## src/rtl/sem_pkg.sv

```systemverilog
// ----------------------------------------------------------------------------
// sem_pkg
// Shared constants and types for the RGB Sobel edge magnitude block.
// ----------------------------------------------------------------------------
`default_nettype none

package sem_pkg;

  localparam int MAX_WIDTH  = 1024;
  localparam int COL_W      = $clog2(MAX_WIDTH);
  localparam int WIDTH_W    = 11;
  localparam int HEIGHT_W   = 16;
  localparam int ROW_W      = HEIGHT_W + 1;  // input row runs past height while draining
  localparam int CH_W       = 8;
  localparam int PIX_W      = 3 * CH_W;
  localparam int GRAD_W     = 12;
  localparam int ABS_W      = GRAD_W - 1;
  localparam int SUM_W      = 21;
  localparam int CFG_IDX_W  = 2;
  localparam int CFG_DATA_W = 16;

  localparam logic [CFG_IDX_W-1:0] CFG_IMAGE_WIDTH  = 2'd0;
  localparam logic [CFG_IDX_W-1:0] CFG_IMAGE_HEIGHT = 2'd1;

  localparam logic [WIDTH_W-1:0]  WIDTH_RESET  = 11'd1024;
  localparam logic [HEIGHT_W-1:0] HEIGHT_RESET = 16'd768;
  localparam logic [CH_W-1:0]     MAG_MAX      = 8'd255;

  typedef enum logic [5:0] {
    S_IDLE = 6'b000001,
    S_READ = 6'b000010,
    S_CALC = 6'b000100,
    S_SQ   = 6'b001000,
    S_ROOT = 6'b010000,
    S_EMIT = 6'b100000
  } state_t;

endpackage

`default_nettype wire

```

## src/rtl/sem_mag.sv

```systemverilog
// ----------------------------------------------------------------------------
// sem_mag
// Rounded integer square root of a sum of squares, one result bit a cycle.
// ----------------------------------------------------------------------------
`default_nettype none

module sem_mag (
  input  wire logic                      clk,
  input  wire logic                      rst,
  input  wire logic                      start,
  input  wire logic [sem_pkg::SUM_W-1:0] s,
  output logic                           done,
  output logic      [sem_pkg::CH_W-1:0]  mag
);
  import sem_pkg::*;

  logic [SUM_W-1:0] sv;
  logic [CH_W-1:0]  n;
  logic [2:0]       k;
  logic             busy;
  logic             rnd;
  logic [CH_W-1:0]  t;
  logic [2*CH_W-1:0] tt;
  logic [2*CH_W:0]  nn;

  always_comb begin
    t  = n | (CH_W'(1) << k);
    tt = t * t;
    nn = (2*CH_W+1)'(n) * (2*CH_W+1)'(n) + (2*CH_W+1)'(n);
  end

  always_ff @(posedge clk) begin
    if (rst) begin
      busy <= 1'b0;
      rnd  <= 1'b0;
      done <= 1'b0;
    end else begin
      done <= 1'b0;
      if (start) begin
        busy <= 1'b1;
        k    <= 3'd7;
        n    <= '0;
        sv   <= s;
      end else if (busy) begin
        if (SUM_W'(tt) <= sv) begin
          n <= t;
        end
        if (k == 3'd0) begin
          busy <= 1'b0;
          rnd  <= 1'b1;
        end else begin
          k <= k - 3'd1;
        end
      end else if (rnd) begin
        // round up when s lies above n*n + n; large sums saturate
        rnd  <= 1'b0;
        done <= 1'b1;
        if (sv > SUM_W'(nn) && n != MAG_MAX) begin
          mag <= n + CH_W'(1);
        end else begin
          mag <= n;
        end
      end
    end
  end

  a_done_after_round: assert property (@(posedge clk) disable iff (rst)
    done |-> $past(rnd))
    else $error("magnitude done without rounding step");
  a_no_overlap: assert property (@(posedge clk) disable iff (rst)
    !(busy && rnd))
    else $error("root iteration and rounding overlap");
  a_iter_to_round: assert property (@(posedge clk) disable iff (rst)
    (busy && !start && k == 3'd0) |=> rnd)
    else $error("rounding step missing after last bit");

endmodule

`default_nettype wire

```

## config.mk

```make
export PLATFORM = sky130hd
export DESIGN_NAME = sem_mag
export DESIGN_NICKNAME = d
export VERILOG_FILES = /design/src/rtl/sem_pkg.sv /design/src/rtl/sem_mag.sv
export SDC_FILE = /design/constraint.sdc
export NUM_CORES = 1
export LEC_CHECK = 0
export ABC_CLOCK_PERIOD_IN_PS = 7200
export BUFFER_PORTS_ARGS = -buffer_cell sky130_fd_sc_hd__buf_2
export CAP_MARGIN = 20
export CORE_MARGIN = 4
export CORE_UTILIZATION = 40
export CTS_CLUSTER_DIAMETER = 100
export DETAILED_ROUTE_END_ITERATION = 12
export PLACE_DENSITY = 0.56
export SYNTH_ARGS = -nofsm -noshare
export SYNTH_HDL_FRONTEND = slang
export SYNTH_SLANG_ARGS = --single-unit
```

## constraint.sdc

```tcl
create_clock -name clk -period 7.2 [get_ports clk]
set_input_delay 0 -clock clk [delete_from_list [all_inputs] [get_ports clk]]
set_output_delay 0 -clock clk [all_outputs]
set_load 0.02 [all_outputs]
```

==> metrics.cfg, run 1 <==
[die]
rows=44
dieWidth_um=130
design.core.area_sq_mm=0.0146
die_y_um=130
start_util_pct=40.9
num_io_pins=33
die_area_sq_mm=0.0169

[clock_tree]
htreeDepth=2
cts_tree=done
clock-sinks=43
cts_setup_buffers=0
root_buffer=clkbuf_16
clk_pin_slew_ns=0.06
clock_latency_ns=0.28
clock_path_buffers=2
cts_buffers=5

[final_layout]
drive_gt1_share_pct=10.2
syn2layout_area_growth_pct=13.4
n_antenna_cell=0
nets=868

[sta]
setup-tns-final_ns=0
slew_headroom_pct=32.2
fin_skew_ns=0.00679
report.final.slew_viol_count=0
fmax_ghz=0.149
worstMarginPinSlew_ns=1.01
report.final.hold_viol_count=0
min_period_ns=6.70
setup_viol=0
rsz0062_at_grt=false
period_share_pct=93.0

[grt]
grt_pass1_vias=4516
grt_usage_pct=15.9
grt_max_degree=22
overflow=0
antenna_found_initial=0
grt_pass1_wl_um=21700

[yosys]
ys_seq_elements=43
synth_compound_area_share_pct=8.74
synth_area_leaders=ha_1 21%, edfxtp_1 20%, fa_1 19%
synth_top_family_by_area=adder cells
synth_xor_area_share_pct=5.43
async_reset_ff_share_pct=0
yosys.area.top_type_share_pct=20.7
synth_edf_count=40
syn_area_per_cell_sq_um=9.49
syn-instance-count=629
synth_top_area_cell=ha_1
yosysSeqAreaShare_pct=21.1
ys_types=51
synthFlopType=edfxtp_1
ys_warn_count=0
synth.area.mux_share_pct=0.985
synthAdderAreaFrac_pct=40.2
synth_fp_nets=810
synth-simple-area-share_pct=15.0
synthesis.area_sq_mm=0.00597

[setup_path]
worstSetupPathType=flop to flop
start_kind=flop
crit_required_ns=7.17
critPathCaptureType=flop
crit_arrival_ns=6.67
cp_max_fo=8

[routing]
drtIter0Drc=208
post_drt_wl_per_cell_um=14.4
final_antenna_net_count=0
drc=0
viasPerCell=5.04
firstDrtPassIters=4
routed_wl_um=12600
vias=4391

[run]
max_cap_viol_count=0

[placed_design]
globalplace.congestion=0.847
hpwl_um=10700
portBuffers=32

[hold_path]
hold_class=input port to flop

[outcome]
status=completed

[metrics by stage]
step / instance area [sq um] / hold slack (ns) / setup slack (ns) / utilization (%) / cells
2_1_floorplan: 5970 / 0.0773 / 0.868 / - / 629
4_1_cts: 6760 / 0.145 / 0.249 / 46.3 / 872
3_3_place_gp: 6400 / 0.177 / 0.542 / 43.9 / 842
5_1_grt: 6770 / 0.160 / 0.0328 / 46.4 / 872
3_5_place_dp: 6400 / 0.178 / 0.305 / 43.9 / 842
6_report: 6770 / 0.145 / 0.503 / 46.4 / 872
[routing by layer]
metal	GRT usage, %	vias to the layer above	wire (um)
met5	0	-	0
met4	1.89	0	121
met3	2.99	10	507
met2	25.2	72	5660
met1	23.4	2112	6300
li1	-	2197	-
[synthesized netlist by cell type, drive strengths merged, types with 2 or more instances]
cell type  instances
nand2             20
buf                2
clkbuf            14
nand3             11
a211oi             5
nand3b             2
nor3              10
nor3b              2
inv              120
nor2b             10
xnor2             26
nand2b            11
or3                3
o31ai              3
dfxtp              3
nor4b              2
a22oi              2
o21bai             5
and2              18
mux2               4
and3               3
edfxtp            40
a311oi             2
o21a               2
fa                58
a21oi             32
nand4             11
xor2              11
o21ai             14
or2                7
nor2              52
ha                99
a21o              10
[final cells by class]
type | count | area [sq um]
Clock buffer | 6 | 129
Fill cell | 1403 | 7820
Inverter | 120 | 450
Clock inverter | 2 | 12.5
Multi-Input combinational cell | 450 | 4210
Timing Repair Buffer | 67 | 478
Sequential cell | 43 | 1260
Tap cell | 184 | 230
[registers in the layout, summed over array words and instances (netlist names)]
signal  cells
n           8
rnd         1
done        1
busy        1
mag         8
sv         21
k           3
[placed cells by master, fill, tap and decap left out, types with 20 or more instances in the layout]
cell type / n
nor2_1: 52
inv_1: 120
a21oi_1: 30
ha_1: 99
fa_1: 58
buf_2: 32
dlygate4sd3_1: 22
edfxtp_1: 40
nand2_1: 20
xnor2_1: 26
[cell families after synthesis]
family	after synthesis
flip-flops	43
XOR/XNOR	37
adder cells (fa/ha/maj)	157
buffers and inverters	136
AO/OA/AOI/OAI	83
multiplexers	5
AND/OR/NAND/NOR	168
[timing repair]
action,in CTS,in global routing
gates resized for setup,0,3
hold endpoints to repair,22,0
setup endpoints to repair,0,8
hold buffers,22,0
[final timing paths]
check	slack [ns]	start	cells after the start	end
max	0.50	k[0]	23	n[1]
min	0.14	start	2	done
max reg2reg	0.50	k[0]	23	n[1]
min reg2reg	0.45	busy	1	done
[worst max-delay path, cell delays in order (launching register included)]
cell	delay, ns
edfxtp_1	0.44
ha_1	0.25
a21oi_1	0.30
inv_1	0.21
nand2_1	0.13
inv_1	0.06
fa_1	0.46
fa_1	0.55
inv_1	0.06
fa_1	0.52
fa_1	0.56
inv_1	0.05
ha_1	0.31
o21ai_0	0.14
nand2b_1	0.10
a31oi_1	0.31
nor2_1	0.07
a221oi_1	0.34
xnor2_1	0.17
ha_1	0.26
a21o_1	0.16
a211oi_1	0.29
nor4bb_1	0.29
a221o_2	0.34
Power of run 1 is left out: the tool's default activity adds up to more than one toggle a clock period on the data nets, which glitch-free logic cannot reach.
==> inputs of run 2 (changes only) <==
Settings changed: ABC_CLOCK_PERIOD_IN_PS 7200 to 6800.
Clock period 7.2 ns to 6.8 ns, I/O delays scaled along.
==> run 2 against run 1 <==
  * Die area did not move
  * Final cell count rose by 2.3%
  * Critical endpoint is now mag[6]
  * Sequential share of layout area fell by 0.57 points
  * Clock-buffer cell count did not move
  * Routed wire length rose by 5.7%
  * Register-to-register slack got worse by 0.25 ns
  * Via count rose by 1.1%
  * Clock skew barely moved
  * Worst hold slack got worse by 0.014 ns
  * Global-route usage rose by 0.61 points
  * Utilization rose by 1.5 points
==> metrics.cfg, run 2 (synthesis results as in run 1) <==
[die]
rows=44
dieWidth_um=130
die_y_um=130
num_io_pins=33
start_util_pct=40.9
die_area_sq_mm=0.0169
design.core.area_sq_mm=0.0146

[routing]
vias=4438
final_antenna_net_count=0
post_drt_wl_per_cell_um=14.9
firstDrtPassIters=4
routed_wl_um=13300
drtIter0Drc=138
viasPerCell=4.98
drc=0

[sta]
worstMarginPinSlew_ns=1.05
setup-tns-final_ns=0
fin_skew_ns=0.00668
report.final.slew_viol_count=0
period_share_pct=96.3
setup_viol=0
rsz0062_at_grt=false
report.final.hold_viol_count=0
fin_hold_ws_ns=0.131
slew_headroom_pct=30.0
fmax_ghz=0.153
setup_ws_ns=0.252
min_period_ns=6.55

[setup_path]
cp_common_cell=fa_1
crit_chain=buf_4, and2_1, fa_1, fa_1, fa_1, inv_1, fa_1, inv_1, ha_1, or3_1, a311oi_2, o31ai_1, a21oi_1, xnor2_1, ha_1, nand4_1, nor4_4, nand3_1, nand3_1, mux2_1
crit_arrival_ns=6.58
worstSetupPathType=flop to flop
critical_path.max_stage_delay_ns=0.55
start_kind=flop
r2r-start=n[7]
startpoint=n[7]
crit_required_ns=6.83
cp_max_fo=7
critical-path-top-delay-family=adder cells
ff2ff_setup_slack_ns=0.25
worst-path-buf-inv=3
critPathCaptureType=flop
critPathSlowestCell=fa_1

[final_layout]
layout_common_cells=120 x inv_1, 99 x ha_1, 58 x fa_1
layout.cells.most_common=inv_1
multi_input_area_sq_mm=0.00424
utilization_pct=47.9
largestRegisters=sv x21, mag x8, n x8
top_register=sv
nFillCells=1323
n_antenna_cell=0
syn2layout_area_growth_pct=17.0
drive_gt1_share_pct=13.7
seq_area_sq_mm=0.00126
largest_register_ffs=21
nets=888

[clock_tree]
clock_path_buffers=2
root_buffer=clkbuf_16
cts_tree=done
htreeDepth=2
clock-sinks=43
cts_buffers=5
clk_pin_slew_ns=0.06
clock_latency_ns=0.29

[placed_design]
hpwl_um=11100
dp_slack_ns=0.115
portBuffers=32
globalplace.congestion=0.859

[grt]
grt_max_degree=22
overflow=0
grt_pass1_wl_um=22300
grt_pass1_vias=4611
antenna_found_initial=0
grt_usage_pct=16.5

[run]
max_cap_viol_count=0

[hold_path]
hold_class=input port to flop
min-delay-start=start

[outcome]
status=completed

## run 2: final timing paths
check | depth (start not counted) | end
max | 20 | mag[6]
min | 2 | done
max reg2reg | 20 | mag[6]
min reg2reg | 1 | done
## run 2: metrics by stage
step           cell area [sq um]  std cells
6_report                    6990        892
5_1_grt                     6990        892
2_1_floorplan               5970        629
3_5_place_dp                6430        846
3_3_place_gp                6430        846
4_1_cts                     6820        876
## run 2: per-layer routing
| layer | global-route usage (%) | vias to the layer above | wire length [um] |
|---|---|---|---|
| li1 | - | 2238 | - |
| met1 | 23.7 | 2102 | 6650 |
| met2 | 26.3 | 82 | 5990 |
| met3 | 3.03 | 16 | 514 |
| met4 | 3.18 | 0 | 142 |
| met5 | 0 | - | 0 |
## run 2: what timing repair did
item	CTS	global route
setup buffers	0	16
hold buffers	22	0
hold endpoints to repair	22	0
gates resized for setup	0	9
endpoints found under the setup margin	0	16
## run 2: final cells by class
type                            count  share of cell area, %
Multi-Input combinational cell    450                   60.7
Sequential cell                    43                   18.1
Timing Repair Buffer               87                   8.99
Inverter                          120                   6.45
Tap cell                          184                   3.30
Clock buffer                        6                   1.99
Clock inverter                      2                  0.502
Power of run 2 is left out for the same reason.
==> inputs of run 3 (changes only) <==
==> constraint.sdc (replaced) <==
create_clock -name clk -period 6.8 [get_ports clk]
set_input_delay 1.36 -clock clk [delete_from_list [all_inputs] [get_ports clk]]
set_output_delay 1.36 -clock clk [all_outputs]
set_load 0.02 [all_outputs]
==> run 3 against run 2 <==
  * Utilization shrank 1.5 points
  * Fmax grew 0.15%
  * Critical path depth is the same
  * Die area is the same
  * Sequential cell count is the same
  * Sequential share of layout area grew 0.59 points
==> metrics.cfg, run 3 (synthesis results as in run 1) <==
[final_layout]
syn2layout_area_growth_pct=13.3
utilization_pct=46.4
top_register=sv
nets=866
largest_register_ffs=21
drive_gt1_share_pct=14.1
largestRegisters=sv x21, mag x8, n x8
layout.cells.most_common=inv_1
layout_common_cells=120 x inv_1, 99 x ha_1, 58 x fa_1
n_antenna_cell=0

[clock_tree]
cts_tree=done
htreeDepth=2
clock_latency_ns=0.28
root_buffer=clkbuf_16
clock_path_buffers=2
cts_buffers=5
clk_pin_slew_ns=0.06
clock-sinks=43
cts-hold-fix-buffers=0

[grt]
overflow=0
grt_use_met1_pct=23.6
grt_most_used_layer=met2
grt_pass1_vias=4513
grt_pass1_wl_um=21900
grtUsageMet2_pct=25.1
grt_usage_pct=16.2
grt_max_degree=22
grt_use_met3_pct=3.19
antenna_found_initial=0

[setup_path]
cp_max_fo=7
worstSetupPathType=flop to flop
crit_chain=buf_4, and2_1, fa_1, fa_1, fa_1, inv_1, fa_1, inv_1, ha_1, or3_1, a311oi_2, o31ai_1, a21oi_1, xnor2_1, ha_1, nand4_1, nor4_4, nand3_1, nand3_1, mux2_1
crit_required_ns=6.83
critPathSlowestCell=fa_1
cp_common_cell=fa_1
start_kind=flop
critical_path.max_stage_delay_ns=0.55
crit_arrival_ns=6.57
critPathCaptureType=flop

[sta]
period_share_pct=96.2
report.final.slew_viol_count=0
fmax_ghz=0.153
setup-tns-final_ns=0
min_period_ns=6.54
fin_hold_ws_ns=0.465
rsz0062_at_grt=false
slew_headroom_pct=31.3
worstMarginPinSlew_ns=1.03
setup_ws_ns=0.262
fin_skew_ns=0.00493
report.final.hold_viol_count=0
setup_viol=0

[die]
start_util_pct=40.9
die_y_um=130
dieWidth_um=130
design.core.area_sq_mm=0.0146
die_area_sq_mm=0.0169
rows=44
num_io_pins=33

[routing]
vias=4345
post_drt_wl_per_cell_um=15.0
drc=0
final_antenna_net_count=0
drtIter0Drc=164
firstDrtPassIters=6
viasPerCell=4.99
routed_wl_um=13000

[outcome]
status=completed

[placed_design]
hpwl_um=11100
globalplace.congestion=0.859
portBuffers=32
dp_slack_ns=0.115

[run]
max_cap_viol_count=0

[hold_path]
hold_class=flop to flop

==> run 3: final timing paths <==
kind | cells past startpoint | slack (ns) | endpoint | from
min | 1 | 0.47 | done | busy
min reg2reg | 1 | 0.47 | done | busy
max reg2reg | 20 | 0.26 | mag[6] | n[7]
max | 20 | 0.26 | mag[6] | n[7]
==> run 3: timing repair <==
item / in CTS / in global routing
resized for setup: 0 / 9
setup buffers: 0 / 16
endpoints found under the setup margin: 0 / 16
==> run 3: worst max-delay path: cells and delay by family, from the launching register on <==
kind | cells | cell delay (ns)
DFF | 1 | 0.53
AOI/OAI and AO/OA | 3 | 0.66
muxes | 1 | 0.33
buffers and inverters | 3 | 0.32
adders and majority gates | 6 | 2.74
xor gates and xnor gates | 1 | 0.12
and+or+nand+nor | 6 | 1.61
==> run 3: area by class of cell <==
class / count / area [sq um]
clock buffer: 6 / 139
clock inverter: 2 / 35.0
fill: 1348 / 7820
inverter: 120 / 450
multi-input combinational: 450 / 4240
sequential: 43 / 1260
tap: 184 / 230
timing repair buffer: 65 / 408
==> run 3: routing by layer <==
metal	routed length, um	vias to the layer above
met5	0	-
met4	160	0
met3	539	19
met2	5780	87
met1	6530	2044
li1	-	2195
==> run 3: metrics by stage <==
step	area (sq um)	cells
after floorplan	5970	629
after global placement	6430	846
after detailed placement	6430	846
after CTS	6600	854
after global routing	6770	870
final	6770	870
Power of run 3 is left out for the same reason.
